===== src/rtl/bmpp_pkg.sv =====
// bmpp_pkg: shared types and constants of the bmp header and pixel parser
// used by bmpp_parse and bmp_header_pixel_parser_core; depends on nothing
`default_nettype none

package bmpp_pkg;

  localparam int HEADER_BYTES = 54;
  localparam int WIDTH_POS    = 18;
  localparam int HEIGHT_POS   = 22;
  localparam int DIM_SHOWN_W  = 13;
  localparam int INDEX_W      = 12;

  localparam logic KIND_HEADER = 1'b0;
  localparam logic KIND_PIXEL  = 1'b1;

  typedef enum logic [1:0] {
    PH_HEADER = 2'd0,
    PH_PIXELS = 2'd1,
    PH_DONE   = 2'd2
  } phase_t;

  typedef struct packed {
    logic                   kind;
    logic [DIM_SHOWN_W-1:0] image_width;
    logic [DIM_SHOWN_W-1:0] image_height;
    logic                   size_error;
    logic [INDEX_W-1:0]     column_index;
    logic [INDEX_W-1:0]     row_index;
    logic [7:0]             red;
    logic [7:0]             green;
    logic [7:0]             blue;
    logic                   last_pixel;
  } result_t;

endpackage

`default_nettype wire


===== src/rtl/bmp_header_pixel_parser_core.sv =====
// bmp_header_pixel_parser_core: top level, byte channel in, result channel out
// depends on bmpp_pkg and bmpp_parse; holds the result register and a skid stage
//
//   channel   direction  handshake                   payload
//   byte      in         byte_valid / byte_stall     data_byte, frame_start
//   result    out        result_valid / result_stall kind, image_width, image_height,
//                                                    size_error, column_index, row_index,
//                                                    red, green, blue, last_pixel
//
// one byte is taken per cycle while byte_stall is low; a result is registered into the
// result register from the byte that completes it (header byte 53, third byte of a
// triplet), or into the skid stage while the result register is stalled;
// byte_stall rises only while the skid stage is full
// rst is synchronous and restarts the parser in the header phase with both stages empty
`default_nettype none

module bmp_header_pixel_parser_core #(
  parameter int MAX_DIM = 4096
) (
  input  wire logic        clk,
  input  wire logic        rst,
  input  wire logic        byte_valid,
  output logic             byte_stall,
  input  wire logic [7:0]  data_byte,
  input  wire logic        frame_start,
  output logic             result_valid,
  input  wire logic        result_stall,
  output logic             kind,
  output logic [12:0]      image_width,
  output logic [12:0]      image_height,
  output logic             size_error,
  output logic [11:0]      column_index,
  output logic [11:0]      row_index,
  output logic [7:0]       red,
  output logic [7:0]       green,
  output logic [7:0]       blue,
  output logic             last_pixel
);

  logic               accept;
  logic               res_valid;
  bmpp_pkg::result_t  res;
  logic               out_take;

  logic               out_valid;
  bmpp_pkg::result_t  out_data;
  logic               skid_valid;
  bmpp_pkg::result_t  skid_data;

  assign byte_stall = skid_valid;
  assign accept     = byte_valid && !skid_valid;
  assign out_take   = out_valid && !result_stall;

  bmpp_parse #(
    .MAX_DIM (MAX_DIM)
  ) u_parse (
    .clk         (clk),
    .rst         (rst),
    .accept      (accept),
    .data_byte   (data_byte),
    .frame_start (frame_start),
    .res_valid   (res_valid),
    .res         (res)
  );

  always_ff @(posedge clk) begin
    if (rst) begin
      out_valid  <= 1'b0;
      skid_valid <= 1'b0;
    end else if (skid_valid) begin
      if (out_take) begin
        out_valid  <= 1'b1;
        skid_valid <= 1'b0;
      end
    end else if (res_valid) begin
      if (!out_valid || out_take) begin
        out_valid <= 1'b1;
      end else begin
        skid_valid <= 1'b1;
      end
    end else if (out_take) begin
      out_valid <= 1'b0;
    end
  end

  // payload registers follow the same transfer decisions as the valid bits
  always_ff @(posedge clk) begin
    if (skid_valid) begin
      if (out_take) begin
        out_data <= skid_data;
      end
    end else if (res_valid) begin
      if (!out_valid || out_take) begin
        out_data <= res;
      end else begin
        skid_data <= res;
      end
    end
  end

  assign result_valid = out_valid;
  assign kind         = out_data.kind;
  assign image_width  = out_data.image_width;
  assign image_height = out_data.image_height;
  assign size_error   = out_data.size_error;
  assign column_index = out_data.column_index;
  assign row_index    = out_data.row_index;
  assign red          = out_data.red;
  assign green        = out_data.green;
  assign blue         = out_data.blue;
  assign last_pixel   = out_data.last_pixel;

endmodule

`default_nettype wire


===== src/rtl/bmpp_parse.sv =====
// bmpp_parse: header byte counter, size capture and pixel triplet assembly
// depends on bmpp_pkg; one transfer updates the state, results leave combinationally
`default_nettype none

module bmpp_parse #(
  parameter int MAX_DIM = 4096
) (
  input  wire logic            clk,
  input  wire logic            rst,
  input  wire logic            accept,
  input  wire logic [7:0]      data_byte,
  input  wire logic            frame_start,
  output logic                 res_valid,
  output bmpp_pkg::result_t    res
);

  localparam int          COUNT_W = $clog2(MAX_DIM + 1);
  localparam logic [31:0] MAX_W   = 32'(MAX_DIM);

  logic [5:0]         header_count, header_count_next;
  logic [31:0]        width_word, width_word_next;
  logic [31:0]        height_word, height_word_next;
  logic [COUNT_W-1:0] outer_count, outer_count_next;
  logic [COUNT_W-1:0] inner_count, inner_count_next;
  logic [1:0]         triplet_phase, triplet_phase_next;
  logic [7:0]         held_blue, held_blue_next;
  logic [7:0]         held_green, held_green_next;
  bmpp_pkg::phase_t   parse_phase, parse_phase_next;

  // a frame start byte is header byte 0 of a fresh file
  logic [5:0]         cur_count;
  logic [31:0]        cur_w, cur_h, cap_w, cap_h;
  logic [1:0]         cur_trip;
  bmpp_pkg::phase_t   cur_phase;
  logic               hdr_last, size_err, size_empty, last_row, last_col;

  function automatic logic [bmpp_pkg::DIM_SHOWN_W-1:0] shown_dim(input logic [31:0] w);
    logic [31:0] s;
    begin
      if (w[31]) begin
        s = '0;
      end else if (w > MAX_W) begin
        s = MAX_W;
      end else begin
        s = w;
      end
      return s[bmpp_pkg::DIM_SHOWN_W-1:0];
    end
  endfunction

  always_comb begin
    cur_count = frame_start ? '0 : header_count;
    cur_w     = frame_start ? '0 : width_word;
    cur_h     = frame_start ? '0 : height_word;
    cur_trip  = frame_start ? '0 : triplet_phase;
    cur_phase = frame_start ? bmpp_pkg::PH_HEADER : parse_phase;
  end

  // little-endian capture of the signed width and height words
  always_comb begin
    cap_w = cur_w;
    cap_h = cur_h;
    case (cur_count)
      6'(bmpp_pkg::WIDTH_POS):      cap_w[7:0]   = data_byte;
      6'(bmpp_pkg::WIDTH_POS + 1):  cap_w[15:8]  = data_byte;
      6'(bmpp_pkg::WIDTH_POS + 2):  cap_w[23:16] = data_byte;
      6'(bmpp_pkg::WIDTH_POS + 3):  cap_w[31:24] = data_byte;
      6'(bmpp_pkg::HEIGHT_POS):     cap_h[7:0]   = data_byte;
      6'(bmpp_pkg::HEIGHT_POS + 1): cap_h[15:8]  = data_byte;
      6'(bmpp_pkg::HEIGHT_POS + 2): cap_h[23:16] = data_byte;
      6'(bmpp_pkg::HEIGHT_POS + 3): cap_h[31:24] = data_byte;
      default: ;
    endcase
  end

  always_comb begin
    hdr_last   = (cur_count == 6'(bmpp_pkg::HEADER_BYTES - 1));
    size_err   = (!cap_w[31] && (cap_w > MAX_W)) || (!cap_h[31] && (cap_h > MAX_W));
    size_empty = cap_w[31] || cap_h[31] || (cap_w == '0) || (cap_h == '0);
    // in the pixel phase both sizes lie in 1..MAX_DIM and fit the counters
    last_row   = ((inner_count + COUNT_W'(1)) == cur_h[COUNT_W-1:0]);
    last_col   = ((outer_count + COUNT_W'(1)) == cur_w[COUNT_W-1:0]);
  end

  always_comb begin
    header_count_next  = cur_count;
    width_word_next    = cur_w;
    height_word_next   = cur_h;
    outer_count_next   = outer_count;
    inner_count_next   = inner_count;
    triplet_phase_next = cur_trip;
    held_blue_next     = held_blue;
    held_green_next    = held_green;
    parse_phase_next   = cur_phase;
    case (cur_phase)
      bmpp_pkg::PH_HEADER: begin
        header_count_next = cur_count + 6'd1;
        width_word_next   = cap_w;
        height_word_next  = cap_h;
        if (hdr_last) begin
          parse_phase_next   = (size_err || size_empty) ? bmpp_pkg::PH_DONE
                                                        : bmpp_pkg::PH_PIXELS;
          outer_count_next   = '0;
          inner_count_next   = '0;
          triplet_phase_next = '0;
        end
      end
      bmpp_pkg::PH_PIXELS: begin
        if (cur_trip == 2'd0) begin
          held_blue_next     = data_byte;
          triplet_phase_next = 2'd1;
        end else if (cur_trip == 2'd1) begin
          held_green_next    = data_byte;
          triplet_phase_next = 2'd2;
        end else begin
          triplet_phase_next = 2'd0;
          if (last_row) begin
            inner_count_next = '0;
            if (last_col) begin
              outer_count_next = '0;
              parse_phase_next = bmpp_pkg::PH_DONE;
            end else begin
              outer_count_next = outer_count + COUNT_W'(1);
            end
          end else begin
            inner_count_next = inner_count + COUNT_W'(1);
          end
        end
      end
      default: ;
    endcase
  end

  always_comb begin
    res_valid        = 1'b0;
    res              = '0;
    res.image_width  = shown_dim(cap_w);
    res.image_height = shown_dim(cap_h);
    case (cur_phase)
      bmpp_pkg::PH_HEADER: begin
        res_valid      = accept && hdr_last;
        res.kind       = bmpp_pkg::KIND_HEADER;
        res.size_error = size_err;
      end
      bmpp_pkg::PH_PIXELS: begin
        res_valid        = accept && (cur_trip != 2'd0) && (cur_trip != 2'd1);
        res.kind         = bmpp_pkg::KIND_PIXEL;
        res.column_index = bmpp_pkg::INDEX_W'(outer_count);
        res.row_index    = bmpp_pkg::INDEX_W'(inner_count);
        res.red          = data_byte;
        res.green        = held_green;
        res.blue         = held_blue;
        res.last_pixel   = last_row && last_col;
      end
      default: ;
    endcase
  end

  always_ff @(posedge clk) begin
    if (rst) begin
      header_count  <= '0;
      width_word    <= '0;
      height_word   <= '0;
      outer_count   <= '0;
      inner_count   <= '0;
      triplet_phase <= '0;
      held_blue     <= '0;
      held_green    <= '0;
      parse_phase   <= bmpp_pkg::PH_HEADER;
    end else if (accept) begin
      header_count  <= header_count_next;
      width_word    <= width_word_next;
      height_word   <= height_word_next;
      outer_count   <= outer_count_next;
      inner_count   <= inner_count_next;
      triplet_phase <= triplet_phase_next;
      held_blue     <= held_blue_next;
      held_green    <= held_green_next;
      parse_phase   <= parse_phase_next;
    end
  end

endmodule

`default_nettype wire

===== config.mk =====
export PLATFORM = sky130hd
export DESIGN_NAME = bmp_header_pixel_parser_core
export DESIGN_NICKNAME = d
export VERILOG_FILES = /design/src/rtl/bmpp_pkg.sv /design/src/rtl/bmp_header_pixel_parser_core.sv /design/src/rtl/bmpp_parse.sv
export SDC_FILE = /design/constraint.sdc
export NUM_CORES = 1
export LEC_CHECK = 0
export ABC_CLOCK_PERIOD_IN_PS = 8300
export BUFFER_PORTS_ARGS = -buffer_cell sky130_fd_sc_hd__clkbuf_2
export CAP_MARGIN = 20
export CORE_ASPECT_RATIO = 0.8
export CORE_MARGIN = 1
export CORE_UTILIZATION = 39
export CTS_CLUSTER_DIAMETER = 100
export CTS_CLUSTER_SIZE = 20
export DETAILED_ROUTE_END_ITERATION = 7
export GPL_TIMING_DRIVEN = 0
export HOLD_SLACK_MARGIN = 0.08
export SYNTH_ARGS = -nofsm -noshare
export SYNTH_HDL_FRONTEND = slang
export SYNTH_SLANG_ARGS = --single-unit

===== constraint.sdc =====
create_clock -name clk -period 8.3 [get_ports clk]
set_clock_uncertainty 0.2 [all_clocks]
set_input_delay 0.83 -clock clk [delete_from_list [all_inputs] [get_ports clk]]
set_output_delay 0.83 -clock clk [all_outputs]
set_load 0.05 [all_outputs]

== Word level (Yosys, flattened, before mapping) ==
Index checks and enable logic that the tools add are counted.

* Register bits: 272
* Bits in latches: 0
* RAM bits: 0
* Memory bits (read-only): 0
* Input bits: 13
* Output and inout bits: 79
* Word-level logic and storage cells: 152
* Memories: 0

* $add $sub $neg: 3
* Multiply operators: 0
* Div/mod/pow operators: 0
* Magnitude comparators: 2
* Equal/unequal tests: 20
* Shifts and indexed selects: 0
* Multiplexer cells: 58
* Bitwise logic cells: 3
* Reductions and logical operators: 35

{| class="wikitable"
|+ Operators by type and width
! cell !! count
|-
| 2-to-1 mux 77 bit || 4
|-
| 2-to-1 mux 13 bit || 12
|-
| 2-to-1 mux 32 bit || 4
|-
| > comparator 32 x 13 -> 1 bit (second input constant) || 2
|-
| zero test 32 bit || 2
|-
| 2-to-1 mux 8 bit || 8
|-
| one-hot mux 13 bit (2 select lines) || 2
|-
| 2-to-1 mux 49 bit || 1
|-
| equality test 6 x 5 -> 1 bit (second input constant) || 8
|-
| adder 13 x 1 -> 13 bit (second input constant) || 2
|-
| equality test 13 bit || 2
|-
| 2-to-1 mux 2 bit || 11
|-
| 2-to-1 mux 6 bit || 2
|-
| AND reduction 3 bit || 4
|-
| 2-to-1 mux 1 bit || 11
|-
| nonzero test 2 bit || 5
|-
| logical AND 1 bit || 8
|-
| one-hot mux 2 bit (2 select lines) || 2
|-
| adder 6 x 1 -> 6 bit (second input constant) || 1
|-
| equality test 6 bit (second input constant) || 1
|-
| logical OR 1 bit || 6
|-
| inequality test 2 x 1 -> 1 bit (second input constant) || 3
|-
| inequality test 2 bit (second input constant) || 3
|-
| AND reduction 6 bit || 1
|-
| other kinds (8) || 16
|}

== Logic depth before layout (Yosys ltp) ==
* Depth after elaboration: 10
* Mapped depth: 16
* Gate-level depth less buffers: 11

== By module ==
From an unflattened synthesis, not the netlist that was laid out.

* Cells, all modules: 1170
* Area, all modules: 13172.6 um2

{| class="wikitable"
|+ Modules (own cells, without submodules)
! module !! instances !! cells an instance !! area each (um2)
|-
| bmpp_parse || 1 || 917 || 7123.1
|-
| bmp_header_pixel_parser_core || 1 || 253 || 6049.6
|}

== Worst setup path after synthesis ==
OpenSTA, ideal clock, no wires.

* Path type: input -> register
* Start point: input frame_start
* End point: register out_data (netlist bit blue[0]) (enable)
* Data arrival time: 6.459 ns
* Slack: 1.104 ns
* Stages: 12
* Cells stage by stage: buf_2 -> buf_2 -> clkbuf_1 -> buf_1 -> clkbuf_1 -> nor2b_1 -> ha_1 -> nand4_1 -> mux2i_1 -> and2_0 -> a21oi_1 -> a21oi_1

* Cells in the longest elaborated chain, start to end: 7
* Elaborated cells on any way between the ends: 14

{| class="wikitable"
|+ Ends and longest elaborated chain
! item !! RTL line !! RTL
|-
| start, declared || bmp_header_pixel_parser_core.sv:25 || <nowiki>input wire logic frame_start,</nowiki>
|-
| branches (longest 4 deep; another with 2-to-1 mux 6 bit) || - ||
|-
| one-hot mux 1 bit (2 select lines) (*) || bmpp_parse.sv:139 || <nowiki>case (cur_phase)</nowiki>
|-
| nonzero test 2 bit (no line) (*) || - ||
|-
| AND reduction 3 bit (no line) (*) || - ||
|-
| end signal, assigned || bmp_header_pixel_parser_core.sv:90 || <nowiki>out_data <= skid_data;</nowiki>
|-
| end signal, assigned || bmp_header_pixel_parser_core.sv:94 || <nowiki>out_data <= res;</nowiki>
|-
| end, declared || bmp_header_pixel_parser_core.sv:46 || <nowiki>bmpp_pkg::result_t out_data;</nowiki>
|}

Mark *: on every way between the ends.
A chain may end at the register's enable or synchronous reset.

== Worst setup path in the final report ==
* Start point: input frame_start
* End point: register out_data (netlist bit image_width[9]) (data pin)

* Cells in the longest elaborated chain, start to end: 9
* Elaborated cells on any way between the ends: 16

{| class="wikitable"
|+ Ends and longest elaborated chain
! item !! RTL line !! RTL
|-
| 2-to-1 mux 6 bit || bmpp_parse.sv:52 || <nowiki>cur_count = frame_start ? '0 : header_count;</nowiki>
|-
| equality test 6 x 5 -> 1 bit || bmpp_parse.sv:63 || <nowiki>case (cur_count)</nowiki>
|-
| 2-to-1 mux 8 bit || bmpp_parse.sv:63 ||
|-
| > comparator 32 x 13 -> 1 bit || bmpp_parse.sv:42 || <nowiki>end else if (w > MAX_W) begin</nowiki>
|-
| 2-to-1 mux 13 bit || bmpp_parse.sv:42 ||
|-
| 2-to-1 mux 13 bit (*) || bmpp_parse.sv:40 || <nowiki>if (w[31]) begin</nowiki>
|-
| 2-to-1 mux 77 bit (*) || bmp_header_pixel_parser_core.sv:93 || <nowiki>if (!out_valid || out_take) begin</nowiki>
|-
| 2-to-1 mux 77 bit (*) || bmp_header_pixel_parser_core.sv:92 || <nowiki>end else if (res_valid) begin</nowiki>
|-
| 2-to-1 mux 77 bit (*) || bmp_header_pixel_parser_core.sv:88 || <nowiki>if (skid_valid) begin</nowiki>
|}

Every way passes the cells marked *; elsewhere a longest branch is shown, timed or not. The select of a mux whose other input is x is not followed.

==> metrics.cfg <==
[critical_path]
cp.arrival_ps = 5600
worstSetupPathType = in -> reg
critPathCaptureType = flip-flop
reg2regPathDepth = 8
worstSetupStartpointType = input pin
required_ps = 8330
r2r_slack_ps = 4380
cp_max_fo = 10

[global_route]
grt_pass1_vias = 9355
antenna_found_initial = 0
grt.overflow.total = 0
grt_pass1_wl_um = 56120
gr-usage-all-layers = 0.2196
grt_start_max_net_pins = 66

[clock_tree]
ctsLongestPathBuffers = 3
clock-root-buffer = clkbuf_16
htreeDepth = 1
post_cts_buffers = 0
cts.repair.resized = 0
postCtsHoldBufs = 0
clk_pin_slew_worst_paths_ps = 80
cts_tree = built
clk_latency_ps = 530
cts_inserted_buffers = 17
cts.sinks = 272

[synth]
synth_fp_nets = 1257
synth_area_sq_um = 12750
synth_edf_count = 154
ys_seq_elements = 272
synthCells = 1240
yosysSeqAreaShare = 0.5478
async_flop_share = 0
synth_area_leaders = edfxtp_1 (36%), dfxtp_1 (19%), nor2_1 (5.2%)
synth_cell_types = 70
yosys.area.top_type_share = 0.3626
synthTopCellsByCount = nor2_1 (178), edfxtp_1 (154), dfxtp_1 (118), nand2_1 (81), clkbuf_1 (72)
yosysMostFrequentCell = nor2_1
syn_area_per_cell_sq_um = 10.29
synthFlopType = edfxtp_1
synth_top_area_cell = edfxtp_1
ys_warn_count = 0

[sta]
setup_slack_ps = 2735
setup_violations = 0
hold-worst-slack_ps = 287.9
tightestPinTransition_ps = 955.4
fin_crit_ps = 5565
fin_tns_setup_ps = 0
finalCritPeriodShare = 0.6705
slew_viol_final = 0
slew_headroom = 0.3631
fmax_mhz = 179.7
rsz0062_at_grt = false
hold_viol = 0

[final_layout]
num_antenna_cells = 0
finalNonFillerCells = 1781
drive_gt1_frac = 0.1315
nets = 1367
stdcell_area_sq_um = 14290
fillCellCount = 3028
finalCoreUtilization = 0.4495
syn_to_final_growth_pct = 12.02

[outcome]
outcome = finished clean

[power_and_ir_drop]
peakVddDrop_mv = 0.09702
powerDensity_nw_per_um2 = 163.3
power_mw = 2.333
p_leak_nw = 4.865

[floorplanning]
rows = 58
fp.dieH_um = 163.8
fp.dieArea_sq_um = 33440
ioPinCount = 92
start_util = 0.4013
chipWidth_um = 204.2
core_area_sq_um = 31790

[run]
cap_violations = 0

[min_path]
min_path_type = reg -> reg
whs_path_depth = 2

[detailed_routing]
firstDrtPassIters = 7
drcViolationCount = 0
ant_nets = 0
avgViaCountPerCell = 5.734
wirelength_um = 36940
first_iter_violations = 1084
wl_per_cell_um = 20.74
num_vias = 10212

[place]
port_buffers = 88
place_hpwl_um = 26160
pre_cts_slack_ps = 2418
placed_cells = 1751
placed_area_sq_um = 13800
place_congestion = 0.9338

[critical path, stage by stage]
cell and delay (ps):
clkbuf_2 110, buf_2 290, buf_2 360, clkbuf_1 610
buf_1 490, clkbuf_1 490, nor2b_1 140, ha_1 270
nand3_1 200, a222oi_1 140, o21ai_0 530, a21o_1 250
buf_2 300, buf_1 410, o31ai_1 140
[where the power goes]
part	internal [mW]	switching, mW	total [mW]
Clock	0.390	0.456	0.846
Combinational	0.0144	0.0626	0.0770
Sequential	1.41	0.00168	1.41
Total	1.81	0.520	2.33
[cells in the final DEF (no fill, tap or decap), drive strengths merged, types with 20 or more instances in the layout]
cell type / netlist / final
a21oi: 46 / 46
a22oi: 65 / 65
a31oi: 22 / 22
and2: 38 / 38
buf: 20 / 23
clkbuf: 72 / 187
dfxtp: 118 / 118
edfxtp: 154 / 154
inv: 27 / 29
mux2: 43 / 43
mux2i: 27 / 27
nand2: 82 / 82
nand3: 33 / 33
nand4: 23 / 23
nor2: 178 / 178
nor2b: 21 / 21
nor3: 20 / 20
o21ai: 42 / 42
o31ai: 38 / 38
xnor2: 23 / 23
[per-layer routing]
metal	global-route usage	wire, um	vias up
li1	-	-	4804
met1	0.3206	17370	5020
met2	0.3344	16210	332
met3	0.03155	2334	56
met4	0.06920	1026	0
met5	0	0	-
[flip-flops by register name (all words and copies together) (netlist names), 2 cells and up]
| name | count |
|---|---|
| skid_data | 77 |
| u_parse.height_word | 32 |
| u_parse.width_word | 32 |
| image_height | 13 |
| image_width | 13 |
| u_parse.inner_count | 13 |
| u_parse.outer_count | 13 |
| column_index | 12 |
| row_index | 12 |
| blue | 8 |
| green | 8 |
| red | 8 |
| u_parse.held_blue | 8 |
| u_parse.held_green | 8 |
| u_parse.header_count | 6 |
| u_parse.parse_phase | 2 |
| u_parse.triplet_phase | 2 |
[cells by family after synthesis]
group           count (synthesis)  share of synthesized area
fa+ha+maj                       4                   0.003924
xor+xnor                       30                    0.02276
simple gates                  476                     0.1851
mux                            70                    0.05915
buf+inv                       119                    0.03757
flops                         272                     0.5478
compound gates                269                     0.1437
[path summary, 6_finish.rpt]
kind                                start               endpoint
setup / recovery              frame_start         image_width[9]
hold / removal      u_parse.held_green[3]  u_parse.held_green[3]
setup reg to reg  u_parse.header_count[4]                 red[0]
hold reg to reg     u_parse.held_green[3]  u_parse.held_green[3]
[layout make-up]
type | instances | area [sq um] | area share
sequential | 272 | 6987 | 0.4890
multi-input combinational | 849 | 5305 | 0.3713
tap | 420 | 525.5 | 0.03678
timing repair buffer | 91 | 508.0 | 0.03555
clock buffer | 27 | 462.9 | 0.03240
buffer | 92 | 377.9 | 0.02645
inverter | 27 | 101.3 | 0.007093
clock inverter | 3 | 20.02 | 0.001401
(Power assumes the default switching activity.)
